**src/rtl/kbt_pkg.sv**
```systemverilog
// Shared types, widths and constants of the box center Kalman tracker.
`default_nettype none

package kbt_pkg;

    // Field widths.
    localparam int PIX_W     = 12;
    localparam int DATA_W    = 32;
    localparam int NOISE_W   = 31;
    localparam int CFG_IDX_W = 8;

    // Datapath widths: the accumulator holds a few Q8.24 products before saturation.
    localparam int ACC_W     = 48;
    localparam int OPD_W     = 33;
    localparam int PROD_W    = 2 * OPD_W;
    localparam int Q_SHIFT   = 24;
    localparam int QUOT_W    = 31;

    // Memory geometry: the state memory holds the estimate and then the covariance,
    // the work memory holds the predicted covariance and then the gain.
    localparam int MEM_AW    = 5;
    localparam int ST_DEPTH  = 20;
    localparam int WK_DEPTH  = 24;

    localparam logic signed [DATA_W-1:0] ONE_Q24 = 32'sd16777216;

    // Register indexes of the configuration port.
    localparam logic [CFG_IDX_W-1:0] CFG_PROCESS_NOISE = 8'd0;
    localparam logic [CFG_IDX_W-1:0] CFG_MEASURE_NOISE = 8'd1;
    localparam logic [CFG_IDX_W-1:0] CFG_START_X       = 8'd2;
    localparam logic [CFG_IDX_W-1:0] CFG_START_Y       = 8'd3;

    // Register reset values.
    localparam logic [NOISE_W-1:0]       PROCESS_NOISE_RST = 31'd1678;
    localparam logic [NOISE_W-1:0]       MEASURE_NOISE_RST = 31'd167772;
    localparam logic signed [DATA_W-1:0] START_RST         = 32'sd6553600;

    // Sequencer states.
    typedef enum logic [3:0] {
        ST_IDLE,
        ST_PRED,
        ST_PP,
        ST_SINV,
        ST_DET,
        ST_GAIN,
        ST_DIV,
        ST_EST,
        ST_COV,
        ST_OUT
    } kbt_state_t;

    // Operand sources of the shared multiply-accumulate unit.
    typedef enum logic [3:0] {
        SRC_RD,
        SRC_OPA,
        SRC_ONE,
        SRC_Q,
        SRC_R,
        SRC_S00,
        SRC_S01,
        SRC_S10,
        SRC_S11,
        SRC_NS01,
        SRC_NS10,
        SRC_Y0,
        SRC_Y1,
        SRC_XH
    } kbt_src_t;

    localparam int SRC_NUM = 14;

    // Micro operations.
    typedef enum logic [1:0] {
        OP_NOP,
        OP_LOAD,
        OP_ADD,
        OP_SUB
    } kbt_op_t;

    typedef struct packed {
        logic              wmem;
        logic [MEM_AW-1:0] addr;
        kbt_src_t          sa;
        kbt_src_t          sb;
        kbt_op_t           op;
    } kbt_uop_t;

    // Divider request and response.
    typedef struct packed {
        logic                     start;
        logic signed [ACC_W-1:0]  num;
        logic signed [ACC_W-1:0]  den;
    } kbt_div_req_t;

    typedef struct packed {
        logic                     done;
        logic signed [DATA_W-1:0] quot;
    } kbt_div_rsp_t;

endpackage

`default_nettype wire

```
**src/rtl/kbt_div.sv**
```systemverilog
// Bit-serial signed divider that forms a Q8.24 gain entry with saturation.
`default_nettype none

module kbt_div import kbt_pkg::*; (
    input  wire logic   clk,
    input  wire logic   rst_n,
    input  kbt_div_req_t req,
    output kbt_div_rsp_t rsp
);

    logic                    busy_reg;
    logic                    done_reg;
    logic [4:0]              cnt_reg;
    logic                    neg_reg;
    logic [ACC_W-1:0]        dm_reg;
    logic [ACC_W-1:0]        rem_reg;
    logic [QUOT_W-1:0]       bits_reg;
    logic [QUOT_W-2:0]       quot_reg;
    logic signed [DATA_W-1:0] res_reg;

    logic [ACC_W-1:0]   un;
    logic [ACC_W-1:0]   ud;
    logic               ovf;
    logic [ACC_W:0]     trial;
    logic               qbit;
    logic [ACC_W-1:0]   rem_next;
    logic [QUOT_W-1:0]  q_fin;

    // Magnitudes and the range check of the quotient.
    always_comb
    begin
        un    = req.num[ACC_W-1] ? ACC_W'(-req.num) : ACC_W'(req.num);
        ud    = req.den[ACC_W-1] ? ACC_W'(-req.den) : ACC_W'(req.den);
        ovf   = {7'b0, un} >= {ud, 7'b0};
        trial = {rem_reg, bits_reg[QUOT_W-1]};
        qbit  = trial >= {1'b0, dm_reg};
        rem_next = qbit ? ACC_W'(trial - {1'b0, dm_reg}) : trial[ACC_W-1:0];
        q_fin = {quot_reg, qbit};
    end

    // Iteration control: one quotient bit per cycle.
    always_ff @(posedge clk or negedge rst_n)
    begin
        if (!rst_n)
        begin
            busy_reg <= 1'b0;
            done_reg <= 1'b0;
            cnt_reg  <= '0;
        end
        else
        begin
            done_reg <= 1'b0;
            if (req.start)
            begin
                if (ud == '0 || ovf)
                begin
                    done_reg <= 1'b1;
                end
                else
                begin
                    busy_reg <= 1'b1;
                    cnt_reg  <= 5'(QUOT_W - 1);
                end
            end
            else if (busy_reg)
            begin
                if (cnt_reg == '0)
                begin
                    busy_reg <= 1'b0;
                    done_reg <= 1'b1;
                end
                else
                begin
                    cnt_reg <= cnt_reg - 5'd1;
                end
            end
        end
    end

    // Remainder, quotient and result.
    always_ff @(posedge clk)
    begin
        if (req.start)
        begin
            neg_reg  <= req.num[ACC_W-1] ^ req.den[ACC_W-1];
            dm_reg   <= ud;
            rem_reg  <= un >> 7;
            bits_reg <= {un[6:0], 24'b0};
            quot_reg <= '0;
            if (ud == '0)
                res_reg <= '0;
            else
                res_reg <= (req.num[ACC_W-1] ^ req.den[ACC_W-1]) ? 32'sh8000_0000
                                                                  : 32'sh7FFF_FFFF;
        end
        else if (busy_reg)
        begin
            rem_reg  <= rem_next;
            bits_reg <= bits_reg << 1;
            quot_reg <= q_fin[QUOT_W-2:0];
            if (cnt_reg == '0)
                res_reg <= neg_reg ? -{1'b0, q_fin} : {1'b0, q_fin};
        end
    end

    assign rsp.done = done_reg;
    assign rsp.quot = res_reg;

`ifndef SYNTHESIS
    a_done_ends_busy: assert property (@(posedge clk) disable iff (!rst_n)
        busy_reg && cnt_reg == '0 && !req.start |=> done_reg && !busy_reg)
        else $error("divider did not finish after its last bit");
    a_no_start_busy: assert property (@(posedge clk) disable iff (!rst_n)
        busy_reg |-> !req.start)
        else $error("divider restarted while busy");
    a_done_pulse: assert property (@(posedge clk) disable iff (!rst_n)
        done_reg |=> !done_reg || $past(req.start))
        else $error("divider done held without a new request");
`endif

endmodule

`default_nettype wire
```
**config.mk**
```make
export PLATFORM = sky130hd
export DESIGN_NAME = kbt_div
export DESIGN_NICKNAME = d
export VERILOG_FILES = /design/src/rtl/kbt_pkg.sv /design/src/rtl/kbt_div.sv
export SDC_FILE = /design/constraint.sdc
export NUM_CORES = 1
export LEC_CHECK = 0
export BUFFER_PORTS_ARGS = -buffer_cell sky130_fd_sc_hd__buf_2
export CAP_MARGIN = 20
export CORE_MARGIN = 10
export CORE_UTILIZATION = 25
export DETAILED_ROUTE_END_ITERATION = 8
export PLACE_DENSITY = 0.38
export SETUP_SLACK_MARGIN = 0.15
export SLEW_MARGIN = 40
export SYNTH_ARGS = -nofsm -noshare
export SYNTH_HDL_FRONTEND = slang
export SYNTH_SLANG_ARGS = --single-unit
```
**constraint.sdc**
```tcl
create_clock -name clk -period 4.9 [get_ports clk]
set_input_delay 0.98 -clock clk [delete_from_list [all_inputs] [get_ports clk]]
set_output_delay 0.98 -clock clk [all_outputs]
set_load 0.02 [all_outputs]
```
Word level (Yosys, flattened, before mapping)
Index checks and enable logic that the tools add are counted.
{"block": "op_classes", "n_eq_ne": 2, "n_shift": 0, "multipliers": 0, "n_lt_le_gt_ge": 2, "add_sub_neg": 5, "muxes": 25, "n_bitwise": 1, "div_mod_pow": 0, "n_reduce_logical": 7}
{"operator": "2-to-1 mux 32 bit", "n": 6}
{"operator": "2-to-1 mux 48 bit", "n": 3}
{"operator": "negation 48 bit", "n": 2}
{"operator": "2-to-1 mux 41 bit", "n": 2}
{"operator": "2-to-1 mux 31 bit", "n": 2}
{"operator": ">= comparator 48 x 55 -> 1 bit", "n": 1}
{"operator": ">= comparator 49 x 48 -> 1 bit", "n": 1}
{"operator": "zero test 48 bit", "n": 1}
{"operator": "subtractor 48 bit", "n": 1}
{"operator": "negation 31 -> 32 bit", "n": 1}
{"operator": "2-to-1 mux 5 bit", "n": 4}
{"operator": "2-to-1 mux 1 bit", "n": 8}
{"operator": "zero test 5 bit", "n": 1}
{"operator": "subtractor 5 x 1 -> 5 bit (second input constant)", "n": 1}
{"operator": "inequality test 2 bit (second input constant)", "n": 2}
{"operator": "nonzero test 2 bit", "n": 2}
{"operator": "AND reduction 3 bit", "n": 1}
{"operator": "AND reduction 2 bit", "n": 1}
{"operator": "logical OR 1 bit", "n": 1}
{"operator": "bitwise XOR 1 bit", "n": 1}
{"block": "word_totals", "mem_count": 0, "romBits": 0, "regBits": 173, "latch_bits": 0, "output_inout_bits": 33, "elab_cells": 52, "ramBits": 0}

Longest topological paths before layout
{"block": "logic_depth", "word_depth": 6, "depth_mapped": 20, "mapped_depth_nobuf": 20}

Worst setup path after synthesis
OpenSTA, ideal clock, no wires.
{"block": "synth_path", "path_type": "in2reg", "startpoint": "input req[62] (netlist bit)", "endpoint": "register cnt_reg[0]", "arrival_time_ps": 4970, "path_buffers": 0, "required_time_ps": 4780, "cell_stages": 18, "setup_ps": 120, "slack_ps": -190, "cell_sequence": "or4_1 or4b_2 nor2_1 nand4_1 or3b_2 o31ai_1 xnor2_1 ha_1 nand4_1 nor2_1 nand2_1 nor4_1 nand4_1 nor3_1 a211oi_1 o211ai_1 a21o_1 a31o_2"}
{"block": "synth_between", "elab_chain_cells": 6}
{"item": "start: declaration", "line_no": "kbt_div.sv:7", "source": "input kbt_div_req_t req,"}
{"item": "negation 48 bit", "line_no": "kbt_div.sv:32", "source": "un = req.num[ACC_W-1] ? ACC_W'(-req.num) : ACC_W'(req.num);"}
{"item": "2-to-1 mux 48 bit (*)", "line_no": "kbt_div.sv:32"}
{"item": ">= comparator 48 x 55 -> 1 bit (*)", "line_no": "kbt_div.sv:34", "source": "ovf = {7'b0, un} >= {ud, 7'b0};"}
{"item": "logical OR 1 bit (*)", "line_no": "kbt_div.sv:55", "source": "if (ud == '0 || ovf)"}
{"item": "inequality test 2 bit (no line) (*)"}
{"item": "AND reduction 3 bit (no line) (*)"}
{"item": "end signal: assignment", "line_no": "kbt_div.sv:62", "source": "cnt_reg <= 5'(QUOT_W - 1);"}
{"item": "end signal: assignment", "line_no": "kbt_div.sv:74", "source": "cnt_reg <= cnt_reg - 5'd1;"}
{"item": "end: declaration", "line_no": "kbt_div.sv:13", "source": "logic [4:0] cnt_reg;"}
Mark *: on every way between the ends. The rest lies on a longest branch, timed or not.
A chain may end at the register's enable or synchronous reset.

Worst setup path in the final report
{"block": "layout_path", "startpoint": "input req[62] (netlist bit)", "endpoint": "register cnt_reg[2]"}
The elaborated chain is that of the path after synthesis.

==> run summary <==
The average wire per cell in the routed design is 18.8 um. The floorplan has 87 rows. The sum of internal, switching and leakage power came out at 8190 uW. The relative slew slack came out at 0.461. Via count of the first global-routing pass: 13159. The clock period minus final worst setup slack came out at 4.67 ns. The share of post-route cells with drive strength above 1 came out at 0.214. The switching power as a share of total power is 0.453, and the number of nets in the synthesized netlist is 1863.

The area share of the largest cell type after synthesis works out to 0.272. By area the synthesized netlist is led by edfxtp_1, ha_1, dfxtp_1, xor2_1, xnor2_1. The H-tree level count was 4. The logs give 2644 for the total instance count after detailed placement and 0.336 for the sequential area share after synthesis.

The cell taking the most area after synthesis was edfxtp_1. The placed instances occupy a cell area of 0.0169 mm^2. The analysis attributes to cell leakage a power of 0.00763 uW. Summed over all nets, the switching power comes to 3710 uW.

The max-slew violation count is 0, and the combined buffer and inverter count along the critical path is 2. The most frequent cell on the critical path was nand4_1. The tools report the final standard cell utilization of the core as 0.313. The repair_antennas step left the layout with diodes totalling 0. The die is 259 um tall.

Averaged over all synthesized cells, the footprint is 8.53 um^2. For the pin with the worst max-slew slack, the measured transition is 0.809 ns. The max-capacitance violation count was 0; the remaining global-route overflow was 0. For this block, the routed nets add up to 50200 um of wire. The number of placed I/O pins came out at 132.

Once detail routing completed, the nets flagged for antenna violations numbered 0. Initial antenna violation count: 0. For the count of distinct cell types in the synthesized netlist, the log shows 76. The half-perimeter wire length after placement is 39800 um. Setup repair after global routing could not meet its margin everywhere. The worst setup path is captured at a register. Clock-pin slew was measured on the worst setup and hold paths at 0.07 ns. Port buffering added 131 buffers. The most used flip-flop cell after synthesis was edfxtp_1. The DRC violation count after routing came out at 0. The final setup skew was 0.0122 ns; the final instance area was 0.0176 mm^2. Clock tree synthesis found a total of 173 sinks. The highest net fanout along the worst path came out at 5.

The run finished with clean final reports. The sequential share of power came out at 0.265. The power density normalized to cell area came out at 464 mW/mm^2. The number of nets in the layout is 2104, and the internal power is 4470 uW. The share of power burned in the clock network came out at 0.176. For this run, the detailed router's first-pass iteration total came to 5. Timing would allow up to 214 MHz.

The setup path with the least slack is of type in2reg. Setup violations remaining at the end of the flow were counted as 0. In this run, CTS created clock tree buffers numbering 17. Leaving out fill and tap cells, the most frequent cell in the layout is buf_4. The synthesized design contains 129 enable-type register cells. The run gives 13207 as the routed via count.

The run gives 0 as the count of endpoints failing hold in the final timing report. For the worst-skew pair, the clock arrives at the later sink with an insertion delay of 0.46 ns. The number of DRC markers after the initial detailed-route iteration came out at 760.

The post-synthesis async set-or-reset flop share is 0.0405, and the synthesized instance count is 1668. STA puts the critical path data required time at 5.25 ns. Using the TritonRoute via totals, the vias-per-cell ratio works out to 4.93. The final period utilization was 0.953. The first global-routing pass estimated 78300 um of wire. Entering global routing, the biggest net connects 99 pins. The clock passes through at most 2 buffers. The library cells used most frequently in the layout, excluding fill and tap cells, are buf_4, nand2_1, nor2_1.

After synthesis the cells add up to 0.0142 mm^2. The global router's overall resource usage is 0.148. The congestion estimate from routability-driven global placement came to 0.849. The logic gate share of total power is 0.559.

The run gives 0.0564 mm^2 as the area of the core. Walking the worst path, the cells encountered are buf_6 > or4_4 > or4b_4 > nor2_4 > nand4_1 > or3b_4 > o31ai_4 > xnor2_2 > ha_1 > nand4_1 > nor2_1 > nand2_1 > nor4_2 > nand4_1 > nor3_2 > a211oi_1 > o211ai_1 > buf_4 > a31oi_1 > a211o_1. The tree is rooted in a clkbuf_16.

The longest individual stage delay on the worst path is 0.56 ns, and the yosys synthesis warning count is 0. The tools report the data arrival at the endpoint of the critical path as 5.02 ns. Largest delay contributor family on the critical path: simple AND/OR/NAND/NOR gates.

The horizontal die dimension works out to 259 um. Across the VDD grid, the largest voltage drop is 0.242 mV. The startpoint class of the critical path was an input pin. The initial standard-cell utilization of the core is 0.252. The layout has 6147 filler cells. TritonCTS built the clock tree. Leaving out filler cells and counting taps, the final layout contains 2678. The die outline area was 0.0669 mm^2; the register bit count reported by yosys was 173. The tightest min-delay check is of the in2async type. The layout overhead on the synthesized area was 23.8%. Summed over all failing endpoints, the final setup total negative slack is 0 ns.

For this design, the slowest cell found on the critical path is or4b_4.
layout make-up:
cell class	count	area [um^2]	area share
clock buffer	19	475	0.0270
clock inverter	13	135	0.00767
inverter	115	432	0.0245
multi-input combinational	1282	8710	0.494
sequential	173	4790	0.272
tap	756	946	0.0537
timing repair buffer	320	2130	0.121
power by group through the flow:
stage	registers, uW	clock network (uW)	logic [uW]
after floorplan	2210	0	3130
after global placement	2190	0	4580
after global routing	2210	1540	5110
after CTS	2170	1500	4580
final	2170	1440	4580
after detailed placement	2200	0	4540
per-stage QoR:
step	setup WS [ns]	hold WS, ns
floorplan	0.158	0.473
global placement	-0.340	0.497
detailed placement	-0.383	0.497
CTS	0.145	0.309
global route	0.0156	0.329
finish	0.229	0.340
synth_stat cells, drive strengths merged, types with 7 or more instances:
master,instances
o21ai,115
nor4,23
nand3,36
mux2i,35
inv,113
and2,10
o41ai,15
nor2,140
and3,14
nor2b,9
or4,19
nor3,30
dfrtp,7
xnor2,74
a211oi,16
nand2,154
dfxtp,37
xor2,82
buf,21
ha,95
clkbuf,77
nand4,44
a21oi,91
a31oi,38
a21o,52
a311oi,7
o21a,11
edfxtp,129
nand2b,11
or3,24
o31ai,40
or2,8
per-layer routing:
layer / wire [um] / vias to the layer above / track usage
met2: 21800 / 269 / 0.224
met5: 0 / - / 0
met1: 26200 / 6315 / 0.219
met3: 1660 / 31 / 0.0195
met4: 651 / 0 / 0.0341
li1: - / 6592 / -
kinds of logic (layout without fill, tap and decap cells):
| group | count (synthesis) | after routing | share of synthesized area |
|---|---|---|---|
| simple gates | 539 | 539 | 0.186 |
| compound gates | 450 | 450 | 0.208 |
| buf+inv | 213 | 467 | 0.0586 |
| flops | 173 | 173 | 0.336 |
| xor+xnor | 156 | 156 | 0.0960 |
| fa+ha+maj | 96 | 96 | 0.0849 |
| mux | 41 | 41 | 0.0294 |
final timing paths:
check / cells after the start / slack (ns) / from / endpoint
setup reg to reg: 15 / 0.43 / rem_reg[2] / res_reg[28]
max in group asynchronous: 1 / 4.39 / rst_n / busy_reg
setup / recovery: 20 / 0.23 / req[62] / cnt_reg[2]
hold reg to reg: 2 / 0.51 / rem_reg[45] / rem_reg[45]
min in group clk: 2 / 0.51 / rem_reg[45] / rem_reg[45]
hold / removal: 1 / 0.34 / rst_n / cnt_reg[3]
timing repair:
| item | in CTS | in global routing |
|---|---|---|
| hold buffers | 0 | 0 |
| buffers inserted | 0 | 2 |
| resized for setup | 1 | 18 |
| setup endpoints to repair | 2 | 38 |
| endpoints found under the hold margin | 0 | 0 |
| pin swaps | 0 | 3 |
Note: power is estimated with default switching activity, not from simulation.
